File: src/humidity_temperature_conversion_defines.svh
// ----------------------------------------------------------------------------
// Humidity / temperature conversion: assertion macros
// Shared assertion helpers, clocked on clock and disabled while reset is high.
// ----------------------------------------------------------------------------
`ifndef HUMIDITY_TEMPERATURE_CONVERSION_DEFINES_SVH
`define HUMIDITY_TEMPERATURE_CONVERSION_DEFINES_SVH

// Consequent must hold in the same cycle as the antecedent
`define HTC_ASSERT_SAME(label, ante, cons) \
   label: assert property (@(posedge clock) disable iff (reset) (ante) |-> (cons)) \
      else $error("htc: assertion failed");

// Consequent must hold in the cycle after the antecedent
`define HTC_ASSERT_NEXT(label, ante, cons) \
   label: assert property (@(posedge clock) disable iff (reset) (ante) |=> (cons)) \
      else $error("htc: assertion failed");

`endif

File: src/htc_pkg.sv
// ----------------------------------------------------------------------------
// Humidity / temperature conversion package
// Microcode word format, datapath widths, coefficient tables and helpers.
// ----------------------------------------------------------------------------
`default_nettype none

package htc_pkg;

   // Datapath widths
   localparam int RAW_W  = 16;
   localparam int VAL_W  = 16;
   localparam int A_W    = 17;              // small multiplier operand
   localparam int B_W    = 40;              // wide multiplier operand
   localparam int PROD_W = A_W + B_W;
   localparam int ACC_W  = 64;              // Q32 accumulator
   localparam int SQ_W   = 32;
   localparam int TSUM_W = 20;
   localparam int UPC_W  = 4;

   // Configuration register indexes
   localparam logic [1:0] CSR_VOLTAGE    = 2'd0;
   localparam logic [1:0] CSR_RESOLUTION = 2'd1;
   localparam logic [1:0] CSR_THRESHOLD  = 2'd2;

   // Microprogram entry points
   localparam logic [UPC_W-1:0] UPC_IDLE = 4'd0;
   localparam logic [UPC_W-1:0] UPC_TEMP = 4'd1;
   localparam logic [UPC_W-1:0] UPC_HUM  = 4'd3;

   // Humidity constants in Q32; C1 is scaled by 100, TEMP_OFFSET is 25 C in hundredths
   localparam logic signed [ACC_W-1:0] C1_HUND = -64'sd879093906100;
   localparam logic signed [B_W-1:0]   T1_Q32  = 40'sd42949673;
   localparam logic signed [A_W-1:0]   TEMP_OFFSET = 17'sd2500;
   localparam logic signed [ACC_W-1:0] RND_POS = 64'sh0000_0000_8000_0000;
   localparam logic signed [ACC_W-1:0] RND_NEG = 64'sh0000_0000_7FFF_FFFF;

   typedef enum logic [1:0] {
      MA_RAW,
      MA_SQ_LO,
      MA_SQ_HI,
      MA_TDIFF
   } mul_a_type;

   typedef enum logic [2:0] {
      MB_RAW,
      MB_T2,
      MB_C2H,
      MB_C3H,
      MB_TC,
      MB_D2
   } mul_b_type;

   typedef enum logic [2:0] {
      WB_NONE,
      WB_SQ,
      WB_TC,
      WB_ACC_LOAD,
      WB_ACC_ADD,
      WB_ACC_ADD_SH,
      WB_HUM_OUT,
      WB_TEMP_OUT
   } wb_type;

   typedef enum logic [1:0] {
      SEQ_NEXT,
      SEQ_END,
      SEQ_DISPATCH
   } seq_type;

   typedef struct packed {
      seq_type   seq;
      mul_a_type ma;
      mul_b_type mb;
      wb_type    wb;
   } uword_type;

   // Sequencer to datapath
   typedef struct packed {
      logic      accept;
      logic      advance;
      logic      emit;
      mul_a_type ma;
      mul_b_type mb;
      wb_type    wb;
   } cmd_type;

   // Datapath to sequencer
   typedef struct packed {
      logic out_hold;
   } stat_type;

   // Temperature offset D1 in hundredths; indexes 5 and above use the 2.5 V entry
   function automatic logic signed [VAL_W-1:0] d1_coef(input logic [2:0] vsel);
      logic signed [VAL_W-1:0] d1;
      case (vsel)
         3'd0:    d1 = -16'sd4010;
         3'd1:    d1 = -16'sd3980;
         3'd2:    d1 = -16'sd3970;
         3'd3:    d1 = -16'sd3966;
         3'd4:    d1 = -16'sd3960;
         default: d1 = -16'sd3940;
      endcase
      return d1;
   endfunction

   function automatic logic signed [B_W-1:0] d2_coef(input logic res);
      return res ? 40'sd4 : 40'sd1;
   endfunction

   function automatic logic signed [B_W-1:0] c2h_coef(input logic res);
      return res ? 40'sd252200479600 : 40'sd15762530000;
   endfunction

   function automatic logic signed [B_W-1:0] c3h_coef(input logic res);
      return res ? -40'sd175427900 : -40'sd685300;
   endfunction

   function automatic logic signed [B_W-1:0] t2_coef(input logic res);
      return res ? 40'sd5497558 : 40'sd343597;
   endfunction

   // Clamp to the signed 16-bit result range
   function automatic logic signed [VAL_W-1:0] sat16(input logic signed [31:0] x);
      logic signed [VAL_W-1:0] y;
      if (x > 32'sd32767) begin
         y = 16'sh7FFF;
      end else if (x < -32'sd32768) begin
         y = 16'sh8000;
      end else begin
         y = x[VAL_W-1:0];
      end
      return y;
   endfunction

endpackage

`default_nettype wire

File: src/htc_if.sv
// ----------------------------------------------------------------------------
// Humidity / temperature conversion channels
// Valid/ready channels for reading items and result items.
// ----------------------------------------------------------------------------
`default_nettype none

interface htc_req_if;
   logic        valid;
   logic        ready;
   logic        mode;
   logic [15:0] raw_reading;

   modport source (output valid, output mode, output raw_reading, input ready);
   modport sink   (input valid, input mode, input raw_reading, output ready);
endinterface

interface htc_rsp_if;
   logic               valid;
   logic               ready;
   logic               kind;
   logic signed [15:0] value;
   logic               updated;

   modport source (output valid, output kind, output value, output updated, input ready);
   modport sink   (input valid, input kind, input value, input updated, output ready);
endinterface

`default_nettype wire

File: src/humidity_temperature_conversion.sv
// ----------------------------------------------------------------------------
// Humidity / temperature conversion
// Converts raw sensor words to hundredths of a degree C or of percent RH.
// ----------------------------------------------------------------------------
// One item is worked at a time by a microcoded sequencer driving a single
// shared 17x40-bit multiplier and a 64-bit Q32 accumulator. A temperature
// item runs one multiply and then its emit step before the block is ready
// again; a humidity item runs the six multiplies of the humidity program one
// after another through that multiplier, then an accumulate step and the
// rounding emit step. The result register lets a new item be accepted while
// a result still waits; an emit step stalls only if the previous result has
// not been taken.
`default_nettype none

module humidity_temperature_conversion (
   input  wire logic        clock,
   input  wire logic        reset,
   htc_req_if.sink          req_item,
   htc_rsp_if.source        rsp_item,
   input  wire logic        csr_write_enable,
   input  wire logic [1:0]  csr_index,
   input  wire logic [15:0] csr_write_data
);

   htc_pkg::cmd_type  cmd;
   htc_pkg::stat_type stat;

   // Step control
   htc_sequencer u_seq (
      .clock     (clock),
      .reset     (reset),
      .req_valid (req_item.valid),
      .req_mode  (req_item.mode),
      .req_ready (req_item.ready),
      .stat      (stat),
      .cmd       (cmd)
   );

   // Arithmetic, configuration and result register
   htc_datapath u_dp (
      .clock            (clock),
      .reset            (reset),
      .cmd              (cmd),
      .stat             (stat),
      .req_mode         (req_item.mode),
      .req_raw_reading  (req_item.raw_reading),
      .csr_write_enable (csr_write_enable),
      .csr_index        (csr_index),
      .csr_write_data   (csr_write_data),
      .rsp_ready        (rsp_item.ready),
      .rsp_valid        (rsp_item.valid),
      .rsp_kind         (rsp_item.kind),
      .rsp_value        (rsp_item.value),
      .rsp_updated      (rsp_item.updated)
   );

endmodule

`default_nettype wire

File: src/htc_ucode_rom.sv
// ----------------------------------------------------------------------------
// Humidity / temperature conversion microcode store
// Read-only control program: one control word per step.
// ----------------------------------------------------------------------------
`default_nettype none

module htc_ucode_rom (
   input  wire logic [htc_pkg::UPC_W-1:0] addr,
   output htc_pkg::uword_type             word
);

   // Product of step n is written back by the word of step n+1
   always_comb begin
      case (addr)
         // idle: wait for an item, branch on mode
         4'd0:  word = '{htc_pkg::SEQ_DISPATCH, htc_pkg::MA_RAW,   htc_pkg::MB_RAW,
                         htc_pkg::WB_NONE};
         // temperature: D2 * raw, then offset, check and emit
         4'd1:  word = '{htc_pkg::SEQ_NEXT,     htc_pkg::MA_RAW,   htc_pkg::MB_D2,
                         htc_pkg::WB_NONE};
         4'd2:  word = '{htc_pkg::SEQ_END,      htc_pkg::MA_RAW,   htc_pkg::MB_RAW,
                         htc_pkg::WB_TEMP_OUT};
         // humidity: raw^2
         4'd3:  word = '{htc_pkg::SEQ_NEXT,     htc_pkg::MA_RAW,   htc_pkg::MB_RAW,
                         htc_pkg::WB_NONE};
         // T2 * raw; store raw^2
         4'd4:  word = '{htc_pkg::SEQ_NEXT,     htc_pkg::MA_RAW,   htc_pkg::MB_T2,
                         htc_pkg::WB_SQ};
         // C2 * raw; compensation slope = T1 + T2 * raw
         4'd5:  word = '{htc_pkg::SEQ_NEXT,     htc_pkg::MA_RAW,   htc_pkg::MB_C2H,
                         htc_pkg::WB_TC};
         // C3 * raw^2 low half; acc = C1 + C2 * raw
         4'd6:  word = '{htc_pkg::SEQ_NEXT,     htc_pkg::MA_SQ_LO, htc_pkg::MB_C3H,
                         htc_pkg::WB_ACC_LOAD};
         // C3 * raw^2 high half
         4'd7:  word = '{htc_pkg::SEQ_NEXT,     htc_pkg::MA_SQ_HI, htc_pkg::MB_C3H,
                         htc_pkg::WB_ACC_ADD};
         // (T - 25) * slope; add high half shifted by 16
         4'd8:  word = '{htc_pkg::SEQ_NEXT,     htc_pkg::MA_TDIFF, htc_pkg::MB_TC,
                         htc_pkg::WB_ACC_ADD_SH};
         4'd9:  word = '{htc_pkg::SEQ_NEXT,     htc_pkg::MA_RAW,   htc_pkg::MB_RAW,
                         htc_pkg::WB_ACC_ADD};
         // round, saturate, emit
         4'd10: word = '{htc_pkg::SEQ_END,      htc_pkg::MA_RAW,   htc_pkg::MB_RAW,
                         htc_pkg::WB_HUM_OUT};
         default: word = '{htc_pkg::SEQ_END,    htc_pkg::MA_RAW,   htc_pkg::MB_RAW,
                           htc_pkg::WB_NONE};
      endcase
   end

endmodule

`default_nettype wire

File: src/htc_sequencer.sv
// ----------------------------------------------------------------------------
// Humidity / temperature conversion sequencer
// Step counter over the microcode store, with dispatch on mode and stall.
// ----------------------------------------------------------------------------
`default_nettype none
`include "humidity_temperature_conversion_defines.svh"

module htc_sequencer (
   input  wire logic              clock,
   input  wire logic              reset,
   input  wire logic              req_valid,
   input  wire logic              req_mode,
   output logic                   req_ready,
   input  wire htc_pkg::stat_type stat,
   output htc_pkg::cmd_type       cmd
);

   logic [htc_pkg::UPC_W-1:0] upc_ff;
   logic [htc_pkg::UPC_W-1:0] upc_in;
   htc_pkg::uword_type        word;
   logic                      accept;
   logic                      emit;
   logic                      advance;

   htc_ucode_rom u_rom (
      .addr (upc_ff),
      .word (word)
   );

   // Handshake and stall: an emit step waits for the result register
   always_comb begin
      req_ready = (upc_ff == htc_pkg::UPC_IDLE);
      accept    = req_ready && req_valid;
      emit      = word.wb inside {htc_pkg::WB_HUM_OUT, htc_pkg::WB_TEMP_OUT};
      advance   = !(emit && stat.out_hold);
   end

   // Next step
   always_comb begin
      case (word.seq)
         htc_pkg::SEQ_DISPATCH: begin
            if (accept) begin
               upc_in = req_mode ? htc_pkg::UPC_HUM : htc_pkg::UPC_TEMP;
            end else begin
               upc_in = htc_pkg::UPC_IDLE;
            end
         end
         htc_pkg::SEQ_NEXT: upc_in = advance ? upc_ff + 1'b1 : upc_ff;
         htc_pkg::SEQ_END:  upc_in = advance ? htc_pkg::UPC_IDLE : upc_ff;
         default:           upc_in = htc_pkg::UPC_IDLE;
      endcase
   end

   always_ff @(posedge clock) begin
      if (reset) begin
         upc_ff <= htc_pkg::UPC_IDLE;
      end else begin
         upc_ff <= upc_in;
      end
   end

   always_comb begin
      cmd.accept  = accept;
      cmd.advance = advance;
      cmd.emit    = emit;
      cmd.ma      = word.ma;
      cmd.mb      = word.mb;
      cmd.wb      = word.wb;
   end

   `HTC_ASSERT_NEXT(a_dispatch_entry, accept, upc_ff == htc_pkg::UPC_TEMP || upc_ff == htc_pkg::UPC_HUM)
   `HTC_ASSERT_NEXT(a_stall_holds_step, !advance, $stable(upc_ff))

endmodule

`default_nettype wire

File: src/htc_datapath.sv
// ----------------------------------------------------------------------------
// Humidity / temperature conversion datapath
// Shared 17x40 multiplier, Q32 accumulator, stored temperature, result register.
// ----------------------------------------------------------------------------
`default_nettype none
`include "humidity_temperature_conversion_defines.svh"

module htc_datapath (
   input  wire logic                      clock,
   input  wire logic                      reset,
   input  wire htc_pkg::cmd_type          cmd,
   output htc_pkg::stat_type              stat,
   input  wire logic                      req_mode,
   input  wire logic [htc_pkg::RAW_W-1:0] req_raw_reading,
   input  wire logic                      csr_write_enable,
   input  wire logic [1:0]                csr_index,
   input  wire logic [15:0]               csr_write_data,
   input  wire logic                      rsp_ready,
   output logic                           rsp_valid,
   output logic                           rsp_kind,
   output logic signed [htc_pkg::VAL_W-1:0] rsp_value,
   output logic                           rsp_updated
);

   // Configuration and state
   logic [2:0]                          vsel_ff;
   logic                                res_ff;
   logic [htc_pkg::RAW_W-1:0]           thr_ff;
   logic signed [htc_pkg::VAL_W-1:0]    last_temp_ff;
   logic signed [htc_pkg::VAL_W-1:0]    last_temp_in;

   // Item and working registers
   logic                                mode_ff;
   logic [htc_pkg::RAW_W-1:0]           raw_ff;
   logic signed [htc_pkg::PROD_W-1:0]   prod_ff;
   logic signed [htc_pkg::PROD_W-1:0]   prod_in;
   logic [htc_pkg::SQ_W-1:0]            sq_ff;
   logic signed [htc_pkg::B_W-1:0]      tc_ff;
   logic signed [htc_pkg::ACC_W-1:0]    acc_ff;
   logic signed [htc_pkg::ACC_W-1:0]    acc_in;

   // Result register
   logic                                rsp_valid_ff;
   logic                                rsp_kind_ff;
   logic signed [htc_pkg::VAL_W-1:0]    rsp_value_ff;
   logic signed [htc_pkg::VAL_W-1:0]    rsp_value_in;
   logic                                rsp_updated_ff;
   logic                                rsp_updated_in;

   logic signed [htc_pkg::A_W-1:0]      tdiff;
   logic signed [htc_pkg::A_W-1:0]      a_op;
   logic signed [htc_pkg::B_W-1:0]      b_op;
   logic signed [htc_pkg::ACC_W-1:0]    prod_ext;
   logic signed [htc_pkg::ACC_W-1:0]    acc_base;
   logic signed [htc_pkg::ACC_W-1:0]    acc_addend;
   logic signed [htc_pkg::ACC_W-1:0]    rnd_sum;
   logic signed [htc_pkg::TSUM_W-1:0]   tsum;
   logic signed [htc_pkg::VAL_W-1:0]    temp_sat;
   logic signed [htc_pkg::VAL_W-1:0]    hum_sat;
   logic                                temp_ok;

   // Multiplier operands
   always_comb begin
      tdiff = htc_pkg::A_W'(last_temp_ff) - htc_pkg::TEMP_OFFSET;
      case (cmd.ma)
         htc_pkg::MA_RAW:   a_op = signed'({1'b0, raw_ff});
         htc_pkg::MA_SQ_LO: a_op = signed'({1'b0, sq_ff[15:0]});
         htc_pkg::MA_SQ_HI: a_op = signed'({1'b0, sq_ff[31:16]});
         htc_pkg::MA_TDIFF: a_op = tdiff;
         default:           a_op = '0;
      endcase
      case (cmd.mb)
         htc_pkg::MB_RAW: b_op = signed'({{(htc_pkg::B_W-htc_pkg::RAW_W){1'b0}}, raw_ff});
         htc_pkg::MB_T2:  b_op = htc_pkg::t2_coef(res_ff);
         htc_pkg::MB_C2H: b_op = htc_pkg::c2h_coef(res_ff);
         htc_pkg::MB_C3H: b_op = htc_pkg::c3h_coef(res_ff);
         htc_pkg::MB_TC:  b_op = tc_ff;
         htc_pkg::MB_D2:  b_op = htc_pkg::d2_coef(res_ff);
         default:         b_op = '0;
      endcase
      prod_in = a_op * b_op;
   end

   // Accumulator add
   always_comb begin
      prod_ext   = htc_pkg::ACC_W'(prod_ff);
      acc_base   = acc_ff;
      acc_addend = prod_ext;
      case (cmd.wb)
         htc_pkg::WB_ACC_LOAD:   acc_base   = htc_pkg::C1_HUND;
         htc_pkg::WB_ACC_ADD_SH: acc_addend = prod_ext <<< 16;
         default:                acc_addend = prod_ext;
      endcase
      acc_in = acc_base + acc_addend;
   end

   // Humidity: round halves away from zero, then drop the fraction
   always_comb begin
      rnd_sum = acc_ff + (acc_ff[htc_pkg::ACC_W-1] ? htc_pkg::RND_NEG : htc_pkg::RND_POS);
      hum_sat = htc_pkg::sat16(rnd_sum[63:32]);
   end

   // Temperature: D1 + D2 * raw, accepted only above the threshold
   always_comb begin
      tsum     = signed'(prod_ff[htc_pkg::TSUM_W-1:0])
                 + htc_pkg::TSUM_W'(htc_pkg::d1_coef(vsel_ff));
      temp_sat = htc_pkg::sat16(32'(tsum));
      temp_ok  = raw_ff > thr_ff;
   end

   // Result selection
   always_comb begin
      last_temp_in   = last_temp_ff;
      rsp_value_in   = hum_sat;
      rsp_updated_in = 1'b1;
      if (cmd.wb == htc_pkg::WB_TEMP_OUT) begin
         if (temp_ok) begin
            last_temp_in = temp_sat;
            rsp_value_in = temp_sat;
         end else begin
            rsp_value_in   = last_temp_ff;
            rsp_updated_in = 1'b0;
         end
      end
   end

   // Control and state registers
   always_ff @(posedge clock) begin
      if (reset) begin
         vsel_ff      <= '0;
         res_ff       <= 1'b0;
         thr_ff       <= '0;
         last_temp_ff <= '0;
         rsp_valid_ff <= 1'b0;
      end else begin
         if (csr_write_enable) begin
            case (csr_index)
               htc_pkg::CSR_VOLTAGE:    vsel_ff <= csr_write_data[2:0];
               htc_pkg::CSR_RESOLUTION: res_ff  <= csr_write_data[0];
               htc_pkg::CSR_THRESHOLD:  thr_ff  <= csr_write_data;
               default: ;
            endcase
         end
         if (cmd.advance && cmd.wb == htc_pkg::WB_TEMP_OUT) begin
            last_temp_ff <= last_temp_in;
         end
         if (cmd.advance && cmd.emit) begin
            rsp_valid_ff <= 1'b1;
         end else if (rsp_ready) begin
            rsp_valid_ff <= 1'b0;
         end
      end
   end

   // Payload registers
   always_ff @(posedge clock) begin
      if (cmd.accept) begin
         mode_ff <= req_mode;
         raw_ff  <= req_raw_reading;
      end
      if (cmd.advance) begin
         prod_ff <= prod_in;
         case (cmd.wb)
            htc_pkg::WB_SQ: sq_ff <= prod_ff[htc_pkg::SQ_W-1:0];
            htc_pkg::WB_TC: tc_ff <= prod_ff[htc_pkg::B_W-1:0] + htc_pkg::T1_Q32;
            htc_pkg::WB_ACC_LOAD, htc_pkg::WB_ACC_ADD, htc_pkg::WB_ACC_ADD_SH: begin
               acc_ff <= acc_in;
            end
            htc_pkg::WB_HUM_OUT, htc_pkg::WB_TEMP_OUT: begin
               rsp_kind_ff    <= mode_ff;
               rsp_value_ff   <= rsp_value_in;
               rsp_updated_ff <= rsp_updated_in;
            end
            default: ;
         endcase
      end
   end

   always_comb begin
      stat.out_hold = rsp_valid_ff && !rsp_ready;
      rsp_valid     = rsp_valid_ff;
      rsp_kind      = rsp_kind_ff;
      rsp_value     = rsp_value_ff;
      rsp_updated   = rsp_updated_ff;
   end

   `HTC_ASSERT_NEXT(a_emit_sets_valid, cmd.advance && cmd.emit, rsp_valid_ff)
   `HTC_ASSERT_NEXT(a_reject_keeps_temp, cmd.advance && cmd.wb == htc_pkg::WB_TEMP_OUT && !temp_ok, $stable(last_temp_ff))

endmodule

`default_nettype wire
File: src/flat_wrapper.sv
// flat-port wrapper written by rule: the top's interface ports become plain ports
module humidity_temperature_conversion_flat 
  (clock, reset, csr_write_enable, csr_index, csr_write_data, req_item_valid, req_item_mode, req_item_raw_reading, req_item_ready, rsp_item_valid, rsp_item_kind, rsp_item_value, rsp_item_updated, rsp_item_ready);
  htc_req_if req_item_i ();
  htc_rsp_if rsp_item_i ();
  input  wire logic clock;
  input  wire logic reset;
  input  wire logic csr_write_enable;
  input  wire logic [1:0] csr_index;
  input  wire logic [15:0] csr_write_data;
  input wire logic [$bits(req_item_i.valid)-1:0] req_item_valid;
  input wire logic [$bits(req_item_i.mode)-1:0] req_item_mode;
  input wire logic [$bits(req_item_i.raw_reading)-1:0] req_item_raw_reading;
  output wire logic [$bits(req_item_i.ready)-1:0] req_item_ready;
  output wire logic [$bits(rsp_item_i.valid)-1:0] rsp_item_valid;
  output wire logic [$bits(rsp_item_i.kind)-1:0] rsp_item_kind;
  output wire logic [$bits(rsp_item_i.value)-1:0] rsp_item_value;
  output wire logic [$bits(rsp_item_i.updated)-1:0] rsp_item_updated;
  input wire logic [$bits(rsp_item_i.ready)-1:0] rsp_item_ready;
  assign req_item_i.valid = req_item_valid;
  assign req_item_i.mode = req_item_mode;
  assign req_item_i.raw_reading = req_item_raw_reading;
  assign req_item_ready = req_item_i.ready;
  assign rsp_item_valid = rsp_item_i.valid;
  assign rsp_item_kind = rsp_item_i.kind;
  assign rsp_item_value = rsp_item_i.value;
  assign rsp_item_updated = rsp_item_i.updated;
  assign rsp_item_i.ready = rsp_item_ready;
  humidity_temperature_conversion u_core (.clock(clock), .reset(reset), .req_item(req_item_i), .rsp_item(rsp_item_i), .csr_write_enable(csr_write_enable), .csr_index(csr_index), .csr_write_data(csr_write_data));
endmodule
File: config.mk
export PLATFORM = sky130hd
export DESIGN_NAME = humidity_temperature_conversion_flat
export DESIGN_NICKNAME = d
export VERILOG_FILES = /design/src/htc_pkg.sv /design/src/htc_if.sv /design/src/humidity_temperature_conversion.sv /design/src/htc_ucode_rom.sv /design/src/htc_sequencer.sv /design/src/htc_datapath.sv /design/src/flat_wrapper.sv
export VERILOG_INCLUDE_DIRS = /design/src /design/src/src
export SDC_FILE = /design/constraint.sdc
export NUM_CORES = 2
export LEC_CHECK = 0
export BUFFER_PORTS_ARGS = -buffer_cell sky130_fd_sc_hd__buf_4
export CORE_MARGIN = 4
export CORE_UTILIZATION = 40
export DETAILED_ROUTE_END_ITERATION = 8
export GPL_TIMING_DRIVEN = 0
export SLEW_MARGIN = 15
export SYNTH_ARGS = -nofsm -noshare
export SYNTH_HDL_FRONTEND = slang
export SYNTH_SLANG_ARGS = --single-unit
export TNS_END_PERCENT = 1
File: constraint.sdc
create_clock -name clock -period 11.7 [get_ports clock]
set_clock_uncertainty 0.15 [all_clocks]
set_input_delay 0.585 -clock clock [delete_from_list [all_inputs] [get_ports clock]]
set_output_delay 0.585 -clock clock [all_outputs]
set_load 0.02 [all_outputs]
==> run summary <==
• finished, final reports clean — outcome
• reg2reg — Critical Setup Path Class
• 117 — number of rows created at floorplan
• adder cells — largest family of logic cells by synthesized area
• 0.0912 GHz — maximum operating frequency
• 0.937 — Final Cycle Share
• 0.190 — proportion of synthesized chip area in sequential cells
• 0 — Max Slew Vio Count
• 10,100 — total of fill cells in the finished design
• inv_1 — most common library cell in the layout ignoring fill and taps
• 109,000 sq um — area of the die
• 0.0408 — area share of xor/xnor cells in the synthesized design
• 0 — final count of negative-setup-slack endpoints
• 8.86 sq um — Avg Cell Area, Syn
• 279 — number of synthesized register bits
• 29 — clock buffer count from CTS
• 102,000 sq um — placeable core region
• 330 um — Chip Height
• 5,736 — # nets final
• 0.388 — synthesized-area fraction occupied by adder cells
• 0.07 ns — clock-pin slew on the worst setup and hold paths
• 279 — number of sinks handled by clock tree synthesis
• 3 — number of buffer and inverter stages on the critical path
• 0 — number of hold-slack violations in the final timing report
• 6 — 1st-pass router iterations
• 1 — H-tree level count
• clkbuf_16 — Root Buffer
• 8.50% — Layout area overhead
• 138,000 um — total length of routed wires
• 0.405 — effective utilization at floorplan
• u_core.u_dp.last_temp_ff[2] — startpoint of the lowest-slack register-to-register path
• flip-flop — startpoint type of the worst setup path
• req_item_mode — hold path startpoint
• 10 — critical path fanouts, max
• 0.116 — post-synthesis compound-gate area fraction
• 4,677 — post-synthesis instance total
• 0.137 — headroom to the max-slew limit
• compound AO/OA/AOI/OAI gates — family of cells with the greatest summed delay on the critical path
• fa_1 — most prevalent standard cell on the critical path
• edfxtp_1 — most instantiated flip-flop cell in the synthesis netlist
• 796 x inv_1, 673 x nand2_1, 643 x fa_1, 426 x nor2_1, 257 x ha_1 — most frequent cells in the layout
• 0.00954 — share of synthesized area spent on multiplexers
• 58 — maximum number of pins on one net before global-route repair
• 0 — DRC
• 0.164 — simple-gate share of the synthesized area
• 58 — number of I/O port buffers
• 0 — proportion of register bits with asynchronous set or reset after synthesis
• 22.3 um — routed wire length per instance
• 5.46 — average via count per standard cell
• 0 — Overflow after GRT
• 0 — ANT nets after route
• false — RSZ-0062 raised after global routing
• u_core.u_dp.last_temp_ff[2] — Critical path origin
• 0.0641 ns — Final Hold Slack
• 7870 sq um — sequential cell area
• 5,617 — post-synthesis net count
• 0 — count of max-cap constraint violations
• 0 — Synth warnings
• 11.14 ns — signal arrival time at the worst endpoint
• 1 — number of antenna violations at the first check in global routing
• 0.255 — overall routing resource usage
• clkbuf_1 — slowest stage cell on the critical path
• done — clock tree from TritonCTS
• 60 — total I/O pin count
• 0.0382 — share of final-layout standard cells stronger than drive strength 1
• 228 — count of flip-flops with a built-in enable after synthesis
• 33,800 — routed vias
• 0 ns — Sum Neg Setup Slack
• in2reg — Hold/Removal Path Class
• 209,000 um — first-pass GRT wire length
• 1.30 ns — transition time at the pin with the least slew margin
• 10.97 ns — time the final worst path needs with I/O delays and setup
• 29,800 sq um — area occupied by multi-input gates
• 114,000 um — post-detailed-placement half-perimeter wirelength
• 34,000 — number of global-route vias before repair
• 0 — # Post-CTS Setup Buffers
• 0.70 ns — slowest cell delay on critical path
• 3 — Bufs on Longest Clock Path
• flip-flop — type of destination of the critical path
• 41,400 sq um — post-synthesis cell area
• 3,044 — number of design-rule violations left by the first detailed-router iteration
• 0.61 ns — clock insertion delay at the later pin of the skew report
• 330 um — Horiz. Die Dim
• 84 — Netlist cell types
• 11.87 ns — worst endpoint required time
• 0.969 — routability cong.
synthesized netlist by cell type (51+ instances only):
cell type,n,area share
a21o_1,117,0.021
a21oi_1,221,0.027
and2_1,57,0.0086
clkbuf_1,188,0.017
dfxtp_1,51,0.025
edfxtp_1,228,0.17
fa_1,643,0.31
ha_1,257,0.078
inv_1,797,0.072
nand2_1,673,0.061
nand2b_1,84,0.013
nand3_1,59,0.0071
nor2_1,427,0.039
nor3_1,60,0.0072
o21ai_0,107,0.013
xnor2_1,124,0.026
xor2_1,69,0.015
per-stage QoR:
| stage | util | std cells | setup WS [ns] | area (sq um) |
|---|---|---|---|---|
| 2_1_floorplan | - | 4677 | 3.63 | 41400 |
| 3_3_place_gp | 0.426 | 6103 | 0.601 | 43600 |
| 3_5_place_dp | 0.428 | 6117 | 0.568 | 43800 |
| 4_1_cts | 0.439 | 6185 | 0.523 | 44900 |
| 5_1_grt | 0.439 | 6185 | 0.160 | 44900 |
| 6_report | 0.439 | 6186 | 0.734 | 45000 |
worst register-to-register path, delay by kind of cell, from the launching register on:
family	cells	cell delay, ns
buffers and inverters	3	1.34
and+or+nand+nor	7	1.43
AOI/OAI and AO/OA	12	3.89
adders and majority gates	8	3.47
DFF	1	0.37
cells by family after synthesis:
| logic type | Yosys count |
|---|---|
| and+or+nand+nor | 1537 |
| adders and majority gates | 900 |
| buffers and inverters | 1003 |
| AOI/OAI and AO/OA | 734 |
| DFF | 279 |
| xor gates and xnor gates | 193 |
| muxes | 31 |
flip-flops by register name, indices dropped and copies added (netlist names), 3 cells and up:
| register | flops |
|---|---|
| u_core.u_dp.thr_ff | 16 |
| u_core.u_dp.last_temp_ff | 16 |
| u_core.u_dp.acc_ff | 64 |
| u_core.u_dp.raw_ff | 16 |
| u_core.u_dp.sq_ff | 32 |
| u_core.u_seq.u_rom.word | 10 |
| u_core.u_dp.vsel_ff | 3 |
| u_core.u_dp.rsp_value | 16 |
| u_core.u_dp.tc_ff | 40 |
| u_core.u_dp.prod_ff | 57 |
| u_core.u_seq.upc_ff | 4 |
per-layer routing:
metal  global-route usage  vias up  wire, um
met1                0.353    17000     59100
met3               0.0465      287     10800
met2                0.397     1247     61100
met5                    0        -        13
li1                     -    15200         -
met4                0.101        2      6780
final cells by class:
| class | count | area share |
|---|---|---|
| multi-input cells | 3395 | 0.664 |
| repair buffers | 88 | 0.0176 |
| flip-flops and latches | 279 | 0.175 |
| plain buffers | 205 | 0.0175 |
| well taps | 1368 | 0.0381 |
| clock buffers | 36 | 0.0181 |
| clock inverters | 16 | 0.00328 |
| inverters | 798 | 0.0667 |
| diodes | 1 | 0.0000557 |
final timing paths:
kind	to	slack (ns)	cells after the start
worst max-delay path	u_core.u_dp.prod_ff[52]	0.73	30
worst min-delay path	u_core.u_dp.mode_ff	0.06	1
worst max register to register	u_core.u_dp.prod_ff[52]	0.73	30
worst min register to register	u_core.u_dp.rsp_kind	0.29	0
repair_timing:
action	4_1_cts	5_1_grt
endpoints found under the hold margin	16	0
setup endpoints to repair	0	3
gates resized for setup	0	2
hold buffers	16	0
Power is left out: the tool's default activity adds up to more than one toggle a clock period on the data nets, which glitch-free logic cannot reach.
